==> src/design/lsis_pkg.sv <==
// ----------------------------------------------------------------------------
// Lost-sales inventory step: shared definitions
// Widths, register map, status codes and result packing for the block.
// ----------------------------------------------------------------------------
package lsis_pkg;

  localparam int RING_DEPTH = 16;
  localparam int IDX_W      = $clog2(RING_DEPTH);
  localparam int QTY_W      = 12;
  localparam int RATE_W     = 16;
  localparam int LEAD_W     = 4;
  localparam int COST_W     = 28;
  localparam int STATUS_W   = 2;

  localparam int CFG_AW     = 5;
  localparam int CFG_DW     = 32;

  localparam int IN_DATA_W  = 16;
  localparam int OUT_DATA_W = 64;

  localparam logic [2:0] REG_HOLDING_COST  = 3'd0;
  localparam logic [2:0] REG_LOST_PENALTY  = 3'd1;
  localparam logic [2:0] REG_LEAD_TIME     = 3'd2;
  localparam logic [2:0] REG_MAX_ORDER     = 3'd3;
  localparam logic [2:0] REG_MAX_SYSTEM    = 3'd4;

  localparam logic [STATUS_W-1:0] ST_DONE     = 2'd0;
  localparam logic [STATUS_W-1:0] ST_REJECTED = 2'd1;
  localparam logic [STATUS_W-1:0] ST_TURN     = 2'd2;

  localparam logic FUNC_ORDER  = 1'b0;
  localparam logic FUNC_DEMAND = 1'b1;

  typedef logic [IDX_W-1:0] idx_t;
  typedef logic [QTY_W-1:0] qty_t;

  typedef struct packed {
    qty_t              total_inventory;
    qty_t              leftover_units;
    qty_t              lost_units;
    logic [COST_W-1:0] period_cost;
  } result_t;

  // Ring index arithmetic that also holds for a depth that is not a power of two.
  function automatic idx_t ring_add(idx_t a, idx_t b);
    logic [IDX_W:0] sum;
    sum = {1'b0, a} + {1'b0, b};
    if (sum >= (IDX_W+1)'(RING_DEPTH)) begin
      sum = sum - (IDX_W+1)'(RING_DEPTH);
    end
    return sum[IDX_W-1:0];
  endfunction

endpackage

==> src/design/lost_sales_inventory_step.sv <==
// ----------------------------------------------------------------------------
// Lost-sales inventory step
// Order and demand processing over a delivery ring held in a small memory.
// ----------------------------------------------------------------------------
// Each input transaction is an order (tuser 0) or a demand (tuser 1) and
// yields exactly one result transaction. In the cycle an item is accepted
// the delivery ring memory is read at the slots it needs, and in the
// next cycle the result is computed and the ring, its valid bits and
// the totals are written back, so no new item is accepted while one is
// being computed, nor while the output register holds a result not yet
// taken. The ring is cleared at reset through per-slot valid bits, so
// the block is ready at once. Reset the block after changing the lead time.
module lost_sales_inventory_step
  import lsis_pkg::*;
(
  input  logic                  clk,
  input  logic                  rst_n,
  input  logic                  in_tvalid,
  output logic                  in_tready,
  input  logic [IN_DATA_W-1:0]  in_tdata,   // quantity[11:0], zero fill
  input  logic                  in_tuser,   // func
  output logic                  out_tvalid,
  input  logic                  out_tready,
  output logic [OUT_DATA_W-1:0] out_tdata,  // period_cost, lost_units, leftover_units,
                                            // total_inventory
  output logic [STATUS_W-1:0]   out_tuser,  // status
  input  logic                  cfg_psel,
  input  logic                  cfg_penable,
  input  logic                  cfg_pwrite,
  input  logic [CFG_AW-1:0]     cfg_paddr,
  input  logic [CFG_DW-1:0]     cfg_pwdata,
  output logic [CFG_DW-1:0]     cfg_prdata,
  output logic                  cfg_pready
);

  logic [RATE_W-1:0] holding_cost_r;
  logic [RATE_W-1:0] lost_penalty_r;
  logic [LEAD_W-1:0] lead_time_r;
  qty_t              max_order_r;
  qty_t              max_system_r;

  logic [2:0] cfg_idx;
  logic       cfg_wr;

  assign cfg_pready = 1'b1;
  assign cfg_idx    = cfg_paddr[CFG_AW-1:2];
  assign cfg_wr     = cfg_psel && cfg_penable && cfg_pwrite;

  always_ff @(posedge clk) begin
    if (!rst_n) begin
      holding_cost_r <= RATE_W'(256);
      lost_penalty_r <= RATE_W'(2304);
      lead_time_r    <= LEAD_W'(2);
      max_order_r    <= QTY_W'(4095);
      max_system_r   <= QTY_W'(4095);
    end else if (cfg_wr) begin
      case (cfg_idx)
        REG_HOLDING_COST: holding_cost_r <= cfg_pwdata[RATE_W-1:0];
        REG_LOST_PENALTY: lost_penalty_r <= cfg_pwdata[RATE_W-1:0];
        REG_LEAD_TIME:    lead_time_r    <= cfg_pwdata[LEAD_W-1:0];
        REG_MAX_ORDER:    max_order_r    <= cfg_pwdata[QTY_W-1:0];
        REG_MAX_SYSTEM:   max_system_r   <= cfg_pwdata[QTY_W-1:0];
        default: ;
      endcase
    end
  end

  always_comb begin
    case (cfg_idx)
      REG_HOLDING_COST: cfg_prdata = CFG_DW'(holding_cost_r);
      REG_LOST_PENALTY: cfg_prdata = CFG_DW'(lost_penalty_r);
      REG_LEAD_TIME:    cfg_prdata = CFG_DW'(lead_time_r);
      REG_MAX_ORDER:    cfg_prdata = CFG_DW'(max_order_r);
      REG_MAX_SYSTEM:   cfg_prdata = CFG_DW'(max_system_r);
      default:          cfg_prdata = '0;
    endcase
  end

  // Effective lead time: zero counts as one slot, and it never reaches the ring depth.
  idx_t eff_lead;
  always_comb begin
    if (lead_time_r == '0) begin
      eff_lead = idx_t'(1);
    end else if (32'(lead_time_r) > RING_DEPTH - 1) begin
      eff_lead = idx_t'(RING_DEPTH - 1);
    end else begin
      eff_lead = idx_t'(lead_time_r);
    end
  end

  qty_t                mem [RING_DEPTH];
  logic [RING_DEPTH-1:0] slot_valid_r;
  logic [RING_DEPTH-1:0] slot_valid_nxt;

  idx_t head_r, head_nxt;
  qty_t total_r, total_nxt;
  logic await_r, await_nxt;
  logic busy_r;

  logic func_r;
  qty_t qty_r;
  idx_t addr_a_r, addr_b_r;
  qty_t rd_a_r, rd_b_r;

  logic in_acc;
  idx_t addr_a, addr_b;

  logic out_valid_r;
  result_t out_res_r, out_res_nxt;
  logic [STATUS_W-1:0] out_status_r, out_status_nxt;

  assign in_tready = !busy_r && (!out_valid_r || out_tready);
  assign in_acc    = in_tvalid && in_tready;
  assign addr_b    = ring_add(head_r, idx_t'(1));
  assign addr_a    = (in_tuser == FUNC_ORDER) ? ring_add(head_r, eff_lead) : head_r;

  always_ff @(posedge clk) begin
    if (in_acc) begin
      rd_a_r   <= mem[addr_a];
      rd_b_r   <= mem[addr_b];
      addr_a_r <= addr_a;
      addr_b_r <= addr_b;
      func_r   <= in_tuser;
      qty_r    <= in_tdata[QTY_W-1:0];
    end
  end

  qty_t              on_hand, next_val;
  logic [QTY_W:0]    order_sum;
  qty_t              left_units, lost_units;
  logic [COST_W-1:0] cost;
  logic              wr_en;
  idx_t              wr_addr;
  qty_t              wr_data;

  always_comb begin
    on_hand        = slot_valid_r[addr_a_r] ? rd_a_r : '0;
    next_val       = slot_valid_r[addr_b_r] ? rd_b_r : '0;
    order_sum      = {1'b0, total_r} + {1'b0, qty_r};
    left_units     = '0;
    lost_units     = '0;
    cost           = '0;
    wr_en          = 1'b0;
    wr_addr        = addr_a_r;
    wr_data        = on_hand + qty_r;
    slot_valid_nxt = slot_valid_r;
    head_nxt       = head_r;
    total_nxt      = total_r;
    await_nxt      = await_r;
    out_status_nxt = ST_DONE;

    if (func_r == FUNC_ORDER) begin
      if (await_r) begin
        out_status_nxt = ST_TURN;
      end else if (qty_r == '0 ||
                   (order_sum <= {1'b0, max_system_r} && qty_r <= max_order_r)) begin
        wr_en                    = 1'b1;
        slot_valid_nxt[addr_a_r] = 1'b1;
        total_nxt                = order_sum[QTY_W-1:0];
        await_nxt                = 1'b1;
      end else begin
        out_status_nxt = ST_REJECTED;
      end
    end else begin
      if (!await_r) begin
        out_status_nxt = ST_TURN;
      end else begin
        slot_valid_nxt[addr_a_r] = 1'b0;
        head_nxt                 = addr_b_r;
        await_nxt                = 1'b0;
        if (on_hand > qty_r) begin
          left_units               = on_hand - qty_r;
          total_nxt                = (total_r >= qty_r) ? total_r - qty_r : '0;
          wr_en                    = 1'b1;
          wr_addr                  = addr_b_r;
          wr_data                  = next_val + left_units;
          slot_valid_nxt[addr_b_r] = 1'b1;
          cost                     = COST_W'(left_units * holding_cost_r);
        end else begin
          lost_units = qty_r - on_hand;
          total_nxt  = (total_r >= on_hand) ? total_r - on_hand : '0;
          cost       = COST_W'(lost_units * lost_penalty_r);
        end
      end
    end

    out_res_nxt.period_cost     = cost;
    out_res_nxt.lost_units      = lost_units;
    out_res_nxt.leftover_units  = left_units;
    out_res_nxt.total_inventory = total_nxt;
  end

  always_ff @(posedge clk) begin
    if (busy_r && wr_en) begin
      mem[wr_addr] <= wr_data;
    end
  end

  always_ff @(posedge clk) begin
    if (!rst_n) begin
      slot_valid_r <= '0;
      head_r       <= '0;
      total_r      <= '0;
      await_r      <= 1'b0;
      busy_r       <= 1'b0;
      out_valid_r  <= 1'b0;
    end else begin
      busy_r <= in_acc;
      if (busy_r) begin
        slot_valid_r <= slot_valid_nxt;
        head_r       <= head_nxt;
        total_r      <= total_nxt;
        await_r      <= await_nxt;
        out_valid_r  <= 1'b1;
      end else if (out_tready) begin
        out_valid_r <= 1'b0;
      end
    end
  end

  always_ff @(posedge clk) begin
    if (busy_r) begin
      out_res_r    <= out_res_nxt;
      out_status_r <= out_status_nxt;
    end
  end

  assign out_tvalid = out_valid_r;
  assign out_tdata  = OUT_DATA_W'(out_res_r);
  assign out_tuser  = out_status_r;

endmodule

==> config.mk <==
export PLATFORM = sky130hd
export DESIGN_NAME = lost_sales_inventory_step
export DESIGN_NICKNAME = d
export VERILOG_FILES = /design/src/design/lsis_pkg.sv /design/src/design/lost_sales_inventory_step.sv
export SDC_FILE = /design/constraint.sdc
export NUM_CORES = 2
export LEC_CHECK = 0
export ABC_AREA = 1
export BUFFER_PORTS_ARGS = -buffer_cell sky130_fd_sc_hd__buf_2
export CORE_ASPECT_RATIO = 1.2
export CORE_MARGIN = 2
export CORE_UTILIZATION = 55
export DETAILED_ROUTE_END_ITERATION = 8
export PLACE_DENSITY = 0.71
export SLEW_MARGIN = 40
export SYNTH_ARGS = -nofsm -noshare
export SYNTH_HDL_FRONTEND = slang
export SYNTH_SLANG_ARGS = --single-unit
==> constraint.sdc <==
create_clock -name clk -period 8.85 [get_ports clk]
set_input_delay 1.77 -clock clk [delete_from_list [all_inputs] [get_ports clk]]
set_output_delay 1.77 -clock clk [all_outputs]
set_load 0.1 [all_outputs]
---- Yosys cells after proc, flatten, opt, wreduce, memory -nomap -nowiden ----
Memory sizes are Yosys's and may differ from the RTL's. A register that Yosys moved wholly into a read port is not among the register bits.
Index checks and enable logic that the tools add are counted.
operators by class
  reductions and logical operators ........ 27
  div/mod/pow operators ................... 0
  $add $sub $neg .......................... 11
  order comparisons ....................... 11
  equality and inequality tests ........... 6
  shift-type cells ........................ 0
  $mul .................................... 2
  bitwise logic cells ..................... 6
  mux-type cells .......................... 49
operators by type and width
  kind                                                                                  number
  12-bit 2-to-1 mux                                                                     12
  16-bit 2-to-1 mux                                                                     5
  16-bit case mux with 5 select lines                                                   1
  12-bit by 16-bit multiplier with 28-bit output                                        2
  12-bit subtractor                                                                     4
  16-bit OR                                                                             2
  28-bit 2-to-1 mux                                                                     1
  4-bit 2-to-1 mux                                                                      7
  12-bit adder                                                                          2
  12-bit greater-or-equal comparator                                                    2
  16-bit bitwise AND                                                                    1
  1-bit 2-to-1 mux                                                                      16
  16-bit inverter                                                                       1
  12-bit by 12-bit adder with 13-bit output                                             1
  13-bit by 12-bit less-or-equal comparator with 1-bit output                           1
  12-bit > comparator                                                                   1
  12-bit less-or-equal comparator                                                       1
  12-bit logical NOT                                                                    1
  2-bit AND reduction                                                                   6
  5-bit greater-or-equal comparator (second input constant)                             2
  4-bit by 5-bit less-than comparator with 1-bit output (second input constant)         2
  1-bit binary-select mux with 4-bit select                                             2
  1-bit demux with 4-bit select                                                         2
  4-bit by 1-bit greater-or-equal comparator with 1-bit output (second input constant)  2
  19 further kinds                                                                      35
storage, ports and cells
  bits in latches ......................... 0
  output and inout bits ................... 101
  ROM bits ................................ 0
  memory bits (writable) .................. 192
  flip-flop bits (word level) ............. 182
  memories ................................ 1
memories
  memory  depth  width  rd ports  clocked after memory_dff  wr ports  RTL line                         text
  mem     16     12     2         2                         1         lost_sales_inventory_step.sv:91  qty_t mem [RING_DEPTH];

---- Depth between registers and ports, before layout ----
  word-level depth ........................ 10
  depth in mapped cells ................... 44

---- Worst setup path before layout ----
No wires, ideal clock.
  kind .................................... flip-flop to flip-flop
  from .................................... reg addr_a_r[1]
  to ...................................... reg out_res_r (netlist bit out_tdata[22]) (data pin)
  arrival ................................. 7,170 ps
  setup time .............................. 270 ps
  cell stages (with the launch flop) ...... 37
  buffers on the path ..................... 2
  setup slack ............................. 1,410 ps
  path through ............................ edfxtp_1 -> nor2_1 -> inv_1 -> o22ai_1 -> nor2_1 -> o2111ai_1 -> clkbuf_1 -> nand2_1 -> inv_1 -> ha_1 -> buf_2 -> nand2_1 -> o21ai_0 -> a21oi_1 -> o21ai_0 -> or2_2 -> nand2_1 -> clkinv_1 -> nand2_1 -> fa_1 -> fa_1 -> inv_1 -> fa_1 -> fa_1 -> inv_1 -> fa_1 -> inv_1 -> ha_1 -> a21oi_1 -> o21ai_0 -> nand2_1 -> nand3_1 -> a21oi_1 -> o21bai_1 -> or2_2 -> nand2_1 -> a21oi_1
on the way
  cells in the longest elaborated chain, start to end .. 6
  elaborated cells between the ends (all ways) .. 9
RTL lines
  what                                                               RTL line                                                            text
  from (decl)                                                        lost_sales_inventory_step.sv:102                                    idx_t addr_a_r, addr_b_r;
  from (signal assigned)                                             lost_sales_inventory_step.sv:121                                    addr_a_r <= addr_a;
  1-bit binary-select mux with 4-bit select *                        lost_sales_inventory_step.sv:137                                    on_hand = slot_valid_r[addr_a_r] ? rd_a_r : '0;
  1-bit 2-to-1 mux (not written as such) *                           lost_sales_inventory_step.sv:137
  12-bit 2-to-1 mux *                                                lost_sales_inventory_step.sv:137
  12-bit subtractor (on tied branches)                               lost_sales_inventory_step.sv:180, lost_sales_inventory_step.sv:172
  12-bit by 16-bit multiplier with 28-bit output (on tied branches)  lost_sales_inventory_step.sv:182, lost_sales_inventory_step.sv:178
  28-bit 2-to-1 mux *                                                lost_sales_inventory_step.sv:171                                    if (on_hand > qty_r) begin
  to (signal assigned)                                               lost_sales_inventory_step.sv:223                                    out_res_r <= out_res_nxt;
  to (decl)                                                          lost_sales_inventory_step.sv:109                                    result_t out_res_r, out_res_nxt;
Every way passes the cells marked *; elsewhere a longest branch is shown, timed or not. The select of a mux whose other input is x is not followed.
A chain may end at the register's enable or synchronous reset.

---- Worst setup path in the final report ----
  from .................................... reg addr_a_r[0]
  to ...................................... reg out_res_r (netlist bit out_tdata[22]) (data pin)
Same word-level chain as after synthesis.

==> impl_metrics.csv <==
group,metric,value,unit
floorplan,core,0.0634,sq mm
worst_setup_path,critical-path-top-delay-family,"adder cells",
logic_synthesis,synth-adder-area-share,25.0,%
timing,timing_hold_violations_final,0,
logic_synthesis,yosys.area_share.simple,16.7,%
run_status,outcome,"complete, no violations",
grt,grt_pass1_wl,167,mm
floorplan,die_h,282,um
worst_setup_path,crit_path_frequent_cell,"inv_1",
floorplan,die_width,235,um
timing,slew_headroom,42.4,%
flow_run,maxCapViolations,0,
logic_synthesis,yosysSeqAreaShare,31.1,%
timing,timing.final.crit_period,8.33,ns
clock_network,tritoncts.num_buffers,41,
finish,finalInstanceArea,0.0383,sq mm
logic_synthesis,synth-xor-area-share,1.64,%
grt,grt_overflow_total,0,
logic_synthesis,yosys_register_bits,398,
clock_network,cts_max_path_bufs,3,
logic_synthesis,dominantRegCellSynth,"edfxtp_1",
worst_setup_path,crit_path_top_delay_cell,"fa_1",
timing,tightest_slew,0.863,ns
logic_synthesis,synth.yosys.warnings,0,
routing,first_pass_iters,5,
logic_synthesis,post_synth_num_cell_types,57,
place,io_buffers,122,
logic_synthesis,synth_compound_gate_area_share,14.6,%
logic_synthesis,async_reset_ff_share,0,%
logic_synthesis,multiplexer_area_fraction_after_synthesis,0.383,%
floorplan,floorplan.die_area,0.0663,sq mm
floorplan,ioPinCount,162,
logic_synthesis,avgSynthCellArea,8.14,sq um
floorplan,start_util,55.7,%
clock_network,cts_max_level,2,
grt,grt.total_usage,32.8,%
routing,wirelength,109,mm
power_and_ir_drop,p_per_area,143,mW/mm^2
clock_network,clkTransAtPathRegs,0.06,ns
clock_network,clock_sinks,398,
routing,vias_per_cell,5.79,
finish,final_layout_size_suffix_gt1_share,8.10,%
finish,num-nets-final,4997,
clock_network,library_cell_used_as_clock_root_buffer,"clkbuf_16",
worst_setup_path,max_stage_delay,0.55,ns
routing,final_antenna_net_count,0,
worst_setup_path,critical_path.n_buffers_inverters,10,
place,gp_routability_congestion,1.06,
power_and_ir_drop,leakage_power_summed_over_all_cells,0.0176,uW
logic_synthesis,synth-edff-count,303,
timing,finClkSkew,0.0228,ns
grt,grt_start_max_net_pins,98,
place,dp.cells,5185,
worst_setup_path,cp_data_arrival_time,8.65,ns
floorplan,row_count,101,
timing,rsz0062_at_grt,"no",
routing,vias,30500,
logic_synthesis,synthCells,4341,
worst_setup_path,end_kind,"flip-flop",
finish,final-instance-count-excl-fill,5257,
finish,syn2layout_area_growth,8.55,%
clock_network,clkLatencyLatePin,0.60,ns
place,placement.cell_area,0.0370,sq mm
routing,drt_iter0_drc,2469,
timing,finalCritPeriodShare,94.1,%
hold_path,hold_class,"flip-flop to flip-flop",
routing,avgRoutedWirePerCell,20.7,um
worst_setup_path,critPathKind,"flip-flop to flip-flop",
timing,fin_hold_ws,0.458,ns
timing,fmax,120,MHz
worst_setup_path,start_kind,"flip-flop",
clock_network,tritoncts_clock_tree,"yes",
logic_synthesis,mappedNetlistArea,0.0353,sq mm
place,pre_cts_slack,0.419,ns
timing,fin_setup_tns,0,ns
logic_synthesis,synth_top_family_by_area,"adder cells",
routing,detail_route.drc_violations,0,
timing,post-route-worst-setup-slack,0.518,ns
grt,initial_antenna_violation_count,3,
timing,final_number_of_setup_violating_endpoints,0,
worst_setup_path,worstPathRequired,9.17,ns
power_and_ir_drop,ir_drop,0.181,mV
worst_setup_path,worst-path-max-fanout,12,
timing,timing_max_transition_violations_final,0,
grt,number_of_global_route_vias_before_repair,30500,
place,dpl.hpwl,82.5,mm
timing repair:
item / 4_1_cts / 5_1_grt
buffers inserted: 0 / 0
gates resized for setup: 0 / 13
endpoints found under the setup margin: 0 / 14
hold buffers: 0 / 0
tightest hold or removal path: stages, from the launching register on:
cell and delay (ns):
dfxtp_1 0.30, nand2_1 0.06, a21oi_1 0.05
cell usage in the layout (no fill, tap or decap), types with 8 or more instances in the layout:
| cell type | synthesis | final |
|---|---|---|
| o21ai_0 | 382 | 377 |
| mux2_2 | 12 | 12 |
| clkbuf_1 | 153 | 10 |
| or2_2 | 13 | 13 |
| clkinv_1 | 7 | 9 |
| nor2_1 | 452 | 442 |
| a31oi_1 | 20 | 20 |
| nand4_1 | 20 | 20 |
| nand3_1 | 170 | 170 |
| nand2_1 | 726 | 722 |
| dfxtp_1 | 95 | 93 |
| buf_2 | 23 | 122 |
| edfxtp_1 | 303 | 303 |
| nand2_2 | 9 | 13 |
| ha_1 | 244 | 242 |
| o211ai_1 | 82 | 82 |
| a211oi_1 | 8 | 8 |
| inv_1 | 737 | 736 |
| a21o_1 | 13 | 13 |
| buf_4 | 20 | 98 |
| xor2_1 | 43 | 41 |
| conb_1 | 2 | 17 |
| o21bai_1 | 13 | 13 |
| fa_1 | 288 | 288 |
| nand2b_1 | 12 | 12 |
| xnor2_1 | 23 | 23 |
| nor2_4 | 1 | 10 |
| clkbuf_16 | 0 | 42 |
| o22ai_1 | 73 | 72 |
| a21oi_1 | 293 | 292 |
| nor3_1 | 18 | 18 |
synth_stat cells (all sizes together), types with 18 or more instances:
master / count / area [sq um]
ha: 244 / 3050
buf: 63 / 363
nor3: 18 / 90.1
nand2: 736 / 2790
o211ai: 82 / 616
fa: 288 / 5770
inv: 743 / 2790
dfxtp: 95 / 1900
clkbuf: 153 / 574
edfxtp: 303 / 9100
nand4: 20 / 125
a21oi: 295 / 1490
a31oi: 20 / 125
xnor2: 23 / 201
o21ai: 390 / 1960
nor2: 455 / 1730
o22ai: 73 / 457
xor2: 43 / 377
nand3: 172 / 878
state kept, by name, summed over array words and instances (netlist names):
| register | flops |
|---|---|
| total_r | 12 |
| max_order_r | 12 |
| out_tdata | 64 |
| mem | 192 |
| out_tvalid | 1 |
| lost_penalty_r | 16 |
| out_tuser | 2 |
| await_r | 1 |
| busy_r | 1 |
| func_r | 1 |
| holding_cost_r | 16 |
| head_r | 4 |
| max_system_r | 12 |
| addr_a_r | 4 |
| slot_valid_r | 16 |
| qty_r | 12 |
| addr_b_r | 4 |
| rd_a_r | 12 |
| lead_time_r | 4 |
| rd_b_r | 12 |
metrics by stage:
stage	util [%]	total power, uW
after detailed placement	58.3	3710
after floorplan	-	3210
after CTS	60.4	5470
final	60.4	5470
after global routing	60.4	5690
after global placement	58.2	3690
power breakdown:
group | leakage [uW] | switching (uW) | total (uW) | internal, uW
sequential | 0.00356 | 45.3 | 2110 | 2060
combinational | 0.0134 | 1130 | 1590 | 463
clock | 0.000649 | 771 | 1760 | 994
total | 0.0176 | 1950 | 5470 | 3520
final cells by class:
class	count	area, sq um
diodes	1	2.50
multi-input cells	2992	20800
repair buffers	221	1360
clock buffers	55	1130
flip-flops and latches	398	11000
inverters	750	2830
well taps	824	1030
fillers	5664	25100
clock inverters	16	199
kinds of logic after synthesis:
family                     Yosys count
and+or+nand+nor                   1442
adders and majority gates          532
muxes                               12
AOI/OAI and AO/OA                  923
xor gates and xnor gates            66
DFF                                398
buffers and inverters              966
other                                2
worst paths after layout:
kind / slack, ns / cells after the start / end / start
worst max-delay path: 0.52 / 38 / out_tdata[22] / addr_a_r[0]
worst min-delay path: 0.46 / 2 / slot_valid_r[3] / slot_valid_r[3]
worst max register to register: 0.52 / 38 / out_tdata[22] / addr_a_r[0]
worst min register to register: 0.46 / 2 / slot_valid_r[3] / slot_valid_r[3]
per-layer routing:
layer  GRT usage, %  up-vias  routed length (um)
met1           38.5    14500               40300
met3           4.36      390                8490
met4           21.3        2                7820
li1               -    14200                   -
met5              0        -                  11
met2           56.9     1408               52100
No activity file was read; power rests on OpenSTA's default activity.
